[config.mk]
export PLATFORM = sky130hd
export DESIGN_NAME = imu_offset_deadband_filter_core
export DESIGN_NICKNAME = d
export VERILOG_FILES = /design/src/design/imuodb_pkg.sv /design/src/design/imuodb_axis.sv /design/src/design/imu_offset_deadband_filter_core.sv
export SDC_FILE = /design/constraint.sdc
export NUM_CORES = 2
export LEC_CHECK = 0
export BUFFER_PORTS_ARGS = -buffer_cell sky130_fd_sc_hd__buf_2
export CELL_PAD_IN_SITES_DETAIL_PLACEMENT = 2
export CELL_PAD_IN_SITES_GLOBAL_PLACEMENT = 2
export CORE_ASPECT_RATIO = 1.5
export CORE_UTILIZATION = 30
export DETAILED_ROUTE_END_ITERATION = 16
export PLACE_DENSITY = 0.63
export REMOVE_ABC_BUFFERS = 1
export SYNTH_ARGS = -nofsm -noshare
export SYNTH_HDL_FRONTEND = slang
export SYNTH_SLANG_ARGS = --single-unit
export TNS_END_PERCENT = 5
[constraint.sdc]
create_clock -name clk -period 15.5 [get_ports clk]
set_input_delay 2.325 -clock clk [delete_from_list [all_inputs] [get_ports clk]]
set_output_delay 2.325 -clock clk [all_outputs]
set_load 0.01 [all_outputs]
[src/design/imuodb_pkg.sv]
// Shared types and constants for the IMU offset and deadband filter.
`timescale 1ns / 1ps

package imuodb_pkg;

  localparam int SAMPLE_W = 16;
  localparam int LEVEL_W  = 26;

  typedef logic signed [SAMPLE_W-1:0] sample_t;
  typedef logic signed [LEVEL_W-1:0]  level_t;

  // Per-item control that the sequencer hands to every axis datapath.
  typedef struct packed {
    logic en;
    logic cal_phase;
    logic first;
    logic group_end;
  } axis_ctrl_t;

endpackage

[src/design/imuodb_axis.sv]
// Per-axis calibration sum, deadband tracking, group sum and level arithmetic.
`timescale 1ns / 1ps

module imuodb_axis #(
  parameter int CAL_SAMPLES = 50,
  parameter int AVG_SAMPLES = 10
) (
  input  logic                 clk,
  input  logic                 rst_n,
  input  imuodb_pkg::axis_ctrl_t ctrl,
  input  imuodb_pkg::sample_t  sample,
  output imuodb_pkg::level_t   level
);

  localparam int SW   = imuodb_pkg::SAMPLE_W;
  localparam int CW   = SW + $clog2(CAL_SAMPLES);
  localparam int GW   = SW + $clog2(AVG_SAMPLES);
  localparam int MW   = (CW > GW) ? CW : GW;
  localparam int PW   = (MW + 8 > imuodb_pkg::LEVEL_W + 1) ? MW + 8 : imuodb_pkg::LEVEL_W + 1;

  logic signed [CW-1:0] cal_sum_r, cal_sum_nxt;
  logic signed [GW-1:0] group_sum_r, group_sum_nxt;
  logic signed [SW-1:0] band_low_r, band_low_nxt;
  logic signed [SW-1:0] band_high_r, band_high_nxt;

  logic signed [SW-1:0] low_base;
  logic signed [SW-1:0] dead_val;
  logic signed [GW-1:0] group_acc;
  logic signed [PW-1:0] group_ext;
  logic signed [PW-1:0] cal_ext;
  logic signed [PW-1:0] level_full;

  always_comb begin
    low_base = ctrl.first ? sample : band_low_r;
    dead_val = ((sample < band_high_r) && (sample > band_low_r)) ? '0 : sample;
    group_acc = group_sum_r + {{(GW-SW){dead_val[SW-1]}}, dead_val};
    group_ext = {{(PW-GW){group_acc[GW-1]}}, group_acc};
    cal_ext   = {{(PW-CW){cal_sum_r[CW-1]}}, cal_sum_r};
    level_full = (group_ext * PW'(CAL_SAMPLES)) - (cal_ext * PW'(AVG_SAMPLES));
    level = level_full[imuodb_pkg::LEVEL_W-1:0];

    cal_sum_nxt   = cal_sum_r;
    band_low_nxt  = band_low_r;
    band_high_nxt = band_high_r;
    group_sum_nxt = group_sum_r;
    if (ctrl.en) begin
      if (ctrl.cal_phase) begin
        cal_sum_nxt  = cal_sum_r + {{(CW-SW){sample[SW-1]}}, sample};
        band_low_nxt = low_base;
        if (sample > band_high_r) begin
          band_high_nxt = sample;
        end else if (sample < low_base) begin
          band_low_nxt = sample;
        end
      end else begin
        group_sum_nxt = ctrl.group_end ? '0 : group_acc;
      end
    end
  end

  always_ff @(posedge clk) begin
    if (!rst_n) begin
      cal_sum_r   <= '0;
      group_sum_r <= '0;
      band_low_r  <= '0;
      band_high_r <= '0;
    end else begin
      cal_sum_r   <= cal_sum_nxt;
      group_sum_r <= group_sum_nxt;
      band_low_r  <= band_low_nxt;
      band_high_r <= band_high_nxt;
    end
  end

endmodule

[src/design/imu_offset_deadband_filter_core.sv]
// Top level of the three-axis IMU offset calibration and deadband averaging filter.
// Flow: an item enters the input register, and a group's result is loaded into the
// output register as the last item of the group leaves the input register, unless an
// earlier result is still waiting. Throughput: one item per cycle, set by the single
// accumulate pass per axis; a waiting result holds the item in the input register.
// Reset: synchronous rst_n clears the sequencer, the sums, the bands and both valids.
`timescale 1ns / 1ps

module imu_offset_deadband_filter_core #(
  parameter int CAL_SAMPLES = 50,
  parameter int AVG_SAMPLES = 10
) (
  input  logic                clk,
  input  logic                rst_n,
  input  logic                in_valid,
  output logic                in_ready,
  input  imuodb_pkg::sample_t in_sample_x,
  input  imuodb_pkg::sample_t in_sample_y,
  input  imuodb_pkg::sample_t in_sample_z,
  output logic                out_valid,
  input  logic                out_ready,
  output imuodb_pkg::level_t  out_level_x,
  output imuodb_pkg::level_t  out_level_y,
  output imuodb_pkg::level_t  out_level_z
);

  localparam int MAXN  = (CAL_SAMPLES > AVG_SAMPLES) ? CAL_SAMPLES : AVG_SAMPLES;
  localparam int CNT_W = $clog2(MAXN + 1);

  logic                s1_valid_r, s1_valid_nxt;
  imuodb_pkg::sample_t s1_x_r, s1_y_r, s1_z_r;
  logic                cal_r, cal_nxt;
  logic [CNT_W-1:0]    cnt_r, cnt_nxt;
  logic                out_valid_r, out_valid_nxt;
  imuodb_pkg::level_t  out_x_r, out_y_r, out_z_r;

  logic                stall;
  logic                fire;
  logic                last;
  imuodb_pkg::axis_ctrl_t ctrl;
  imuodb_pkg::level_t  lvl_x, lvl_y, lvl_z;

  always_comb begin
    stall    = out_valid_r && !out_ready;
    in_ready = !s1_valid_r || !stall;
    fire     = s1_valid_r && !stall;
    last     = cal_r ? (cnt_r == CNT_W'(AVG_SAMPLES - 1)) : (cnt_r == CNT_W'(CAL_SAMPLES - 1));

    ctrl.en        = fire;
    ctrl.cal_phase = !cal_r;
    ctrl.first     = (cnt_r == '0);
    ctrl.group_end = cal_r && last;

    s1_valid_nxt = (in_valid && in_ready) ? 1'b1 : (fire ? 1'b0 : s1_valid_r);

    cal_nxt = cal_r;
    cnt_nxt = cnt_r;
    if (fire) begin
      if (last) begin
        cnt_nxt = '0;
        cal_nxt = 1'b1;
      end else begin
        cnt_nxt = cnt_r + 1'b1;
      end
    end

    out_valid_nxt = out_valid_r && !out_ready;
    if (fire && ctrl.group_end) begin
      out_valid_nxt = 1'b1;
    end
  end

  always_ff @(posedge clk) begin
    if (!rst_n) begin
      s1_valid_r  <= 1'b0;
      cal_r       <= 1'b0;
      cnt_r       <= '0;
      out_valid_r <= 1'b0;
    end else begin
      s1_valid_r  <= s1_valid_nxt;
      cal_r       <= cal_nxt;
      cnt_r       <= cnt_nxt;
      out_valid_r <= out_valid_nxt;
    end
  end

  always_ff @(posedge clk) begin
    if (in_valid && in_ready) begin
      s1_x_r <= in_sample_x;
      s1_y_r <= in_sample_y;
      s1_z_r <= in_sample_z;
    end
    if (fire && ctrl.group_end) begin
      out_x_r <= lvl_x;
      out_y_r <= lvl_y;
      out_z_r <= lvl_z;
    end
  end

  imuodb_axis #(.CAL_SAMPLES(CAL_SAMPLES), .AVG_SAMPLES(AVG_SAMPLES)) u_axis_x (
    .clk(clk), .rst_n(rst_n), .ctrl(ctrl), .sample(s1_x_r), .level(lvl_x)
  );

  imuodb_axis #(.CAL_SAMPLES(CAL_SAMPLES), .AVG_SAMPLES(AVG_SAMPLES)) u_axis_y (
    .clk(clk), .rst_n(rst_n), .ctrl(ctrl), .sample(s1_y_r), .level(lvl_y)
  );

  imuodb_axis #(.CAL_SAMPLES(CAL_SAMPLES), .AVG_SAMPLES(AVG_SAMPLES)) u_axis_z (
    .clk(clk), .rst_n(rst_n), .ctrl(ctrl), .sample(s1_z_r), .level(lvl_z)
  );

  assign out_valid   = out_valid_r;
  assign out_level_x = out_x_r;
  assign out_level_y = out_y_r;
  assign out_level_z = out_z_r;

endmodule
==> out/results.ini <==
[run_status]
result_of_the_run=complete, no violations

[detailed_routing]
dr.first_iter.drc_count=635
drc_errors=0
postRouteWirelength_mm=107.5
routed-via-count=28650
drt-vias-per-instance=5.291
wl_per_cell_um=19.85
drtAntennaViolNets=0
detail_route.first_pass.iterations=4

[layout]
utilization=0.3385
design_area_um2=37730
diodes=0
layout-drive-gt1-share=0.07026
area_growth_syn_to_layout_pct=11.65
design.final.nets=4688

[logic_synthesis]
synth_top_cell_area_share=0.2488
yosys.area_share.xor_xnor=0.08963
synthCells=3815
synth.yosys.seq_area_share=0.2461
post_synth_mux_area_share=0.03028
syn-cell-area_um2=33800
postSynthRegisterBits=354
synth_simple_gate_area_share=0.1520
compound_gate_portion_of_the_synthesized_area=0.1812
dominant_combinational_cell_family_by_area_after_synthesis=adder cells
synth_adder_area_share=0.2666
synth.most_common_cell=sky130_fd_sc_hd__ha_1
synth_top_flop_cell=sky130_fd_sc_hd__dfxtp_1
netlist-cell-type-count=81
synth.avg_cell_area_um2=8.859
ys.warnings.count=0
count_of_flip_flops_with_a_built_in_enable_after_synthesis=123
netlist_top_cells_count=672 x sky130_fd_sc_hd__ha_1, 344 x sky130_fd_sc_hd__nor2_1, 322 x sky130_fd_sc_hd__a21oi_1
synth_area_leaders=sky130_fd_sc_hd__ha_1 25%, sky130_fd_sc_hd__dfxtp_1 14%, sky130_fd_sc_hd__edfxtp_1 11%
synthDominantAreaCellType=sky130_fd_sc_hd__ha_1
synth-async-reset-ratio=0

[setup_path]
critical_path_peak_fanout=16
worst_path_max_delay_cell=sky130_fd_sc_hd__edfxtp_1
critPathBufInv=2
critical_path.top_delay_family=compound AO/OA/AOI/OAI gates
crit_path_start_kind=flop
worst-setup-path-type=reg -> reg
cp-startpoint=s1_y_r[15]
cp-end-kind=flop
required_ns=15.83
crit-reg2reg-launch=s1_y_r[15]
cp_slowest_stage_delay_ns=0.65
crit_arrival_ns=10.50

[sta]
setup_viol=0
clock-skew-final_ns=0.02005
postLayoutSetupSlackWorst_ns=5.331
timing.final.crit_share=0.6561
fmax_ghz=0.09834
timing_worst_slew_pin_value_ns=1.209
post-route-min-period_ns=10.17
timing.final.hold_violations=0
timing_max_transition_violations_final=0
setup_repair_after_global_routing_missed_its_margin=no
slew_headroom=0.1931
setup-tns-final_ns=0

[global_routing]
grt.total_usage=0.1880
antenna_found_initial=1
global_route_wire_length_before_repair_mm=171.6
grt_max_degree=81
via_count_of_the_first_global_routing_pass=31830
total_gr_overflow=0

[clock_tree]
tritoncts_clock_tree=built
post_cts_hold_buffer_count=0
cts_buffer_depth=3
clk_transition_reported_paths_ns=0.06
buffers_inserted_by_post_cts_timing_repair=0
clock_latency_ns=0.61
ctsRootBufferMaster=sky130_fd_sc_hd__clkbuf_16
cts_inserted_buffers=48
ctsResizeCount=0
clock-sinks=354
ctsHtreeMaxLevel=2

[place]
port_buffers=128
detailed_place_hpwl_mm=85.14
routabilityCongestion=0.7986
post-place-ws_ns=5.285
detailed_place.area_um2=36130

[power_and_ir_drop]
ir_drop_v=0.0001312
cellPowerDensity_nw_per_um2=206.5
cellLeakagePower_nw=16.94

[die]
area_of_the_core_um2=111500
dieHeight_um=413.1
fp.dieArea_um2=114000
dieWidth_um=276.1
pin_count=132
initial_core_util=0.3032
placementRows=150

[hold_path]
hold_wc_startpoint=u_axis_z.band_low_r[8]
holdCritPathClass=reg -> reg

[job]
cap_violations=0

layer usage:
layer  global-route usage  vias to the layer above  share of wire
met1               0.1969                    14250           0.40
met5                    0                        -              0
met3              0.01730                      126          0.019
li1                     -                    14030              -
met2               0.3873                      244           0.56
met4              0.05654                        0          0.027
sequential cells by signal (all words and copies together) (netlist names), 20 cells and up:
name                  flops
out_level_y              25
u_axis_y.cal_sum_r       22
out_level_x              25
u_axis_x.group_sum_r     20
u_axis_x.cal_sum_r       22
out_level_z              25
u_axis_y.group_sum_r     20
u_axis_z.group_sum_r     20
u_axis_z.cal_sum_r       22
through the flow:
step / hold WS [ns] / power (mW) / cells
after detailed placement: 0.4545 / 6.745 / 5328
after CTS: 0.4633 / 7.996 / 5415
final: 0.4583 / 7.791 / 5415
after global placement: 0.4417 / 6.630 / 5328
after floorplan: 0.4347 / 5.392 / 3732
after global routing: 0.4797 / 8.585 / 5415
report_power, final:
group          total (mW)  switching (mW)  leakage [nW]  internal, mW
Combinational        5.31            3.00          13.1          2.31
Sequential           1.31          0.0629          3.02          1.25
Clock                1.16           0.474         0.800         0.688
Total                7.79            3.54          16.9          4.25
layout make-up:
cell class                 count  area [um2]
clock inverter                15       123.9
inverter                     214       805.8
clock buffer                  72        1478
multi-input combinational   3164       24380
sequential                   354        8318
fill                       12630       73750
tap                         1444        1807
timing repair buffer         152       823.3
kinds of logic (layout without fill, tap and decap cells):
kind of cell | after synthesis | count (layout)
adders and majority gates | 702 | 702
xor gates and xnor gates | 337 | 337
AOI/OAI and AO/OA | 944 | 944
muxes | 102 | 102
other | 1 | 3
DFF | 354 | 354
buffers and inverters | 299 | 453
and+or+nand+nor | 1076 | 1076
worst paths after layout:
| check | to | slack [ns] | cells after the start |
|---|---|---|---|
| setup / recovery | out_level_y[25] | 5.33 | 40 |
| hold / removal | u_axis_z.band_low_r[8] | 0.46 | 2 |
| setup reg to reg | out_level_y[25] | 5.33 | 40 |
| hold reg to reg | u_axis_z.band_low_r[8] | 0.46 | 2 |
cells in the final DEF, fill, tap and decap left out, types with 100 or more instances in the layout:
cell type / count
sky130_fd_sc_hd__nor2_1: 340
sky130_fd_sc_hd__buf_2: 127
sky130_fd_sc_hd__xor2_1: 131
sky130_fd_sc_hd__xnor2_1: 199
sky130_fd_sc_hd__ha_1: 672
sky130_fd_sc_hd__edfxtp_1: 123
sky130_fd_sc_hd__mux2i_1: 100
sky130_fd_sc_hd__a21oi_1: 322
sky130_fd_sc_hd__nand2_1: 238
sky130_fd_sc_hd__o21ai_0: 138
sky130_fd_sc_hd__inv_1: 213
sky130_fd_sc_hd__a21o_1: 128
sky130_fd_sc_hd__dfxtp_1: 231
tightest hold or removal path, cell delays in order (launching register included):
cell                      delay, ns
sky130_fd_sc_hd__dfxtp_1       0.31
sky130_fd_sc_hd__nand2_1       0.05
sky130_fd_sc_hd__mux2i_1       0.05
Power figures use the tool's default switching activity.
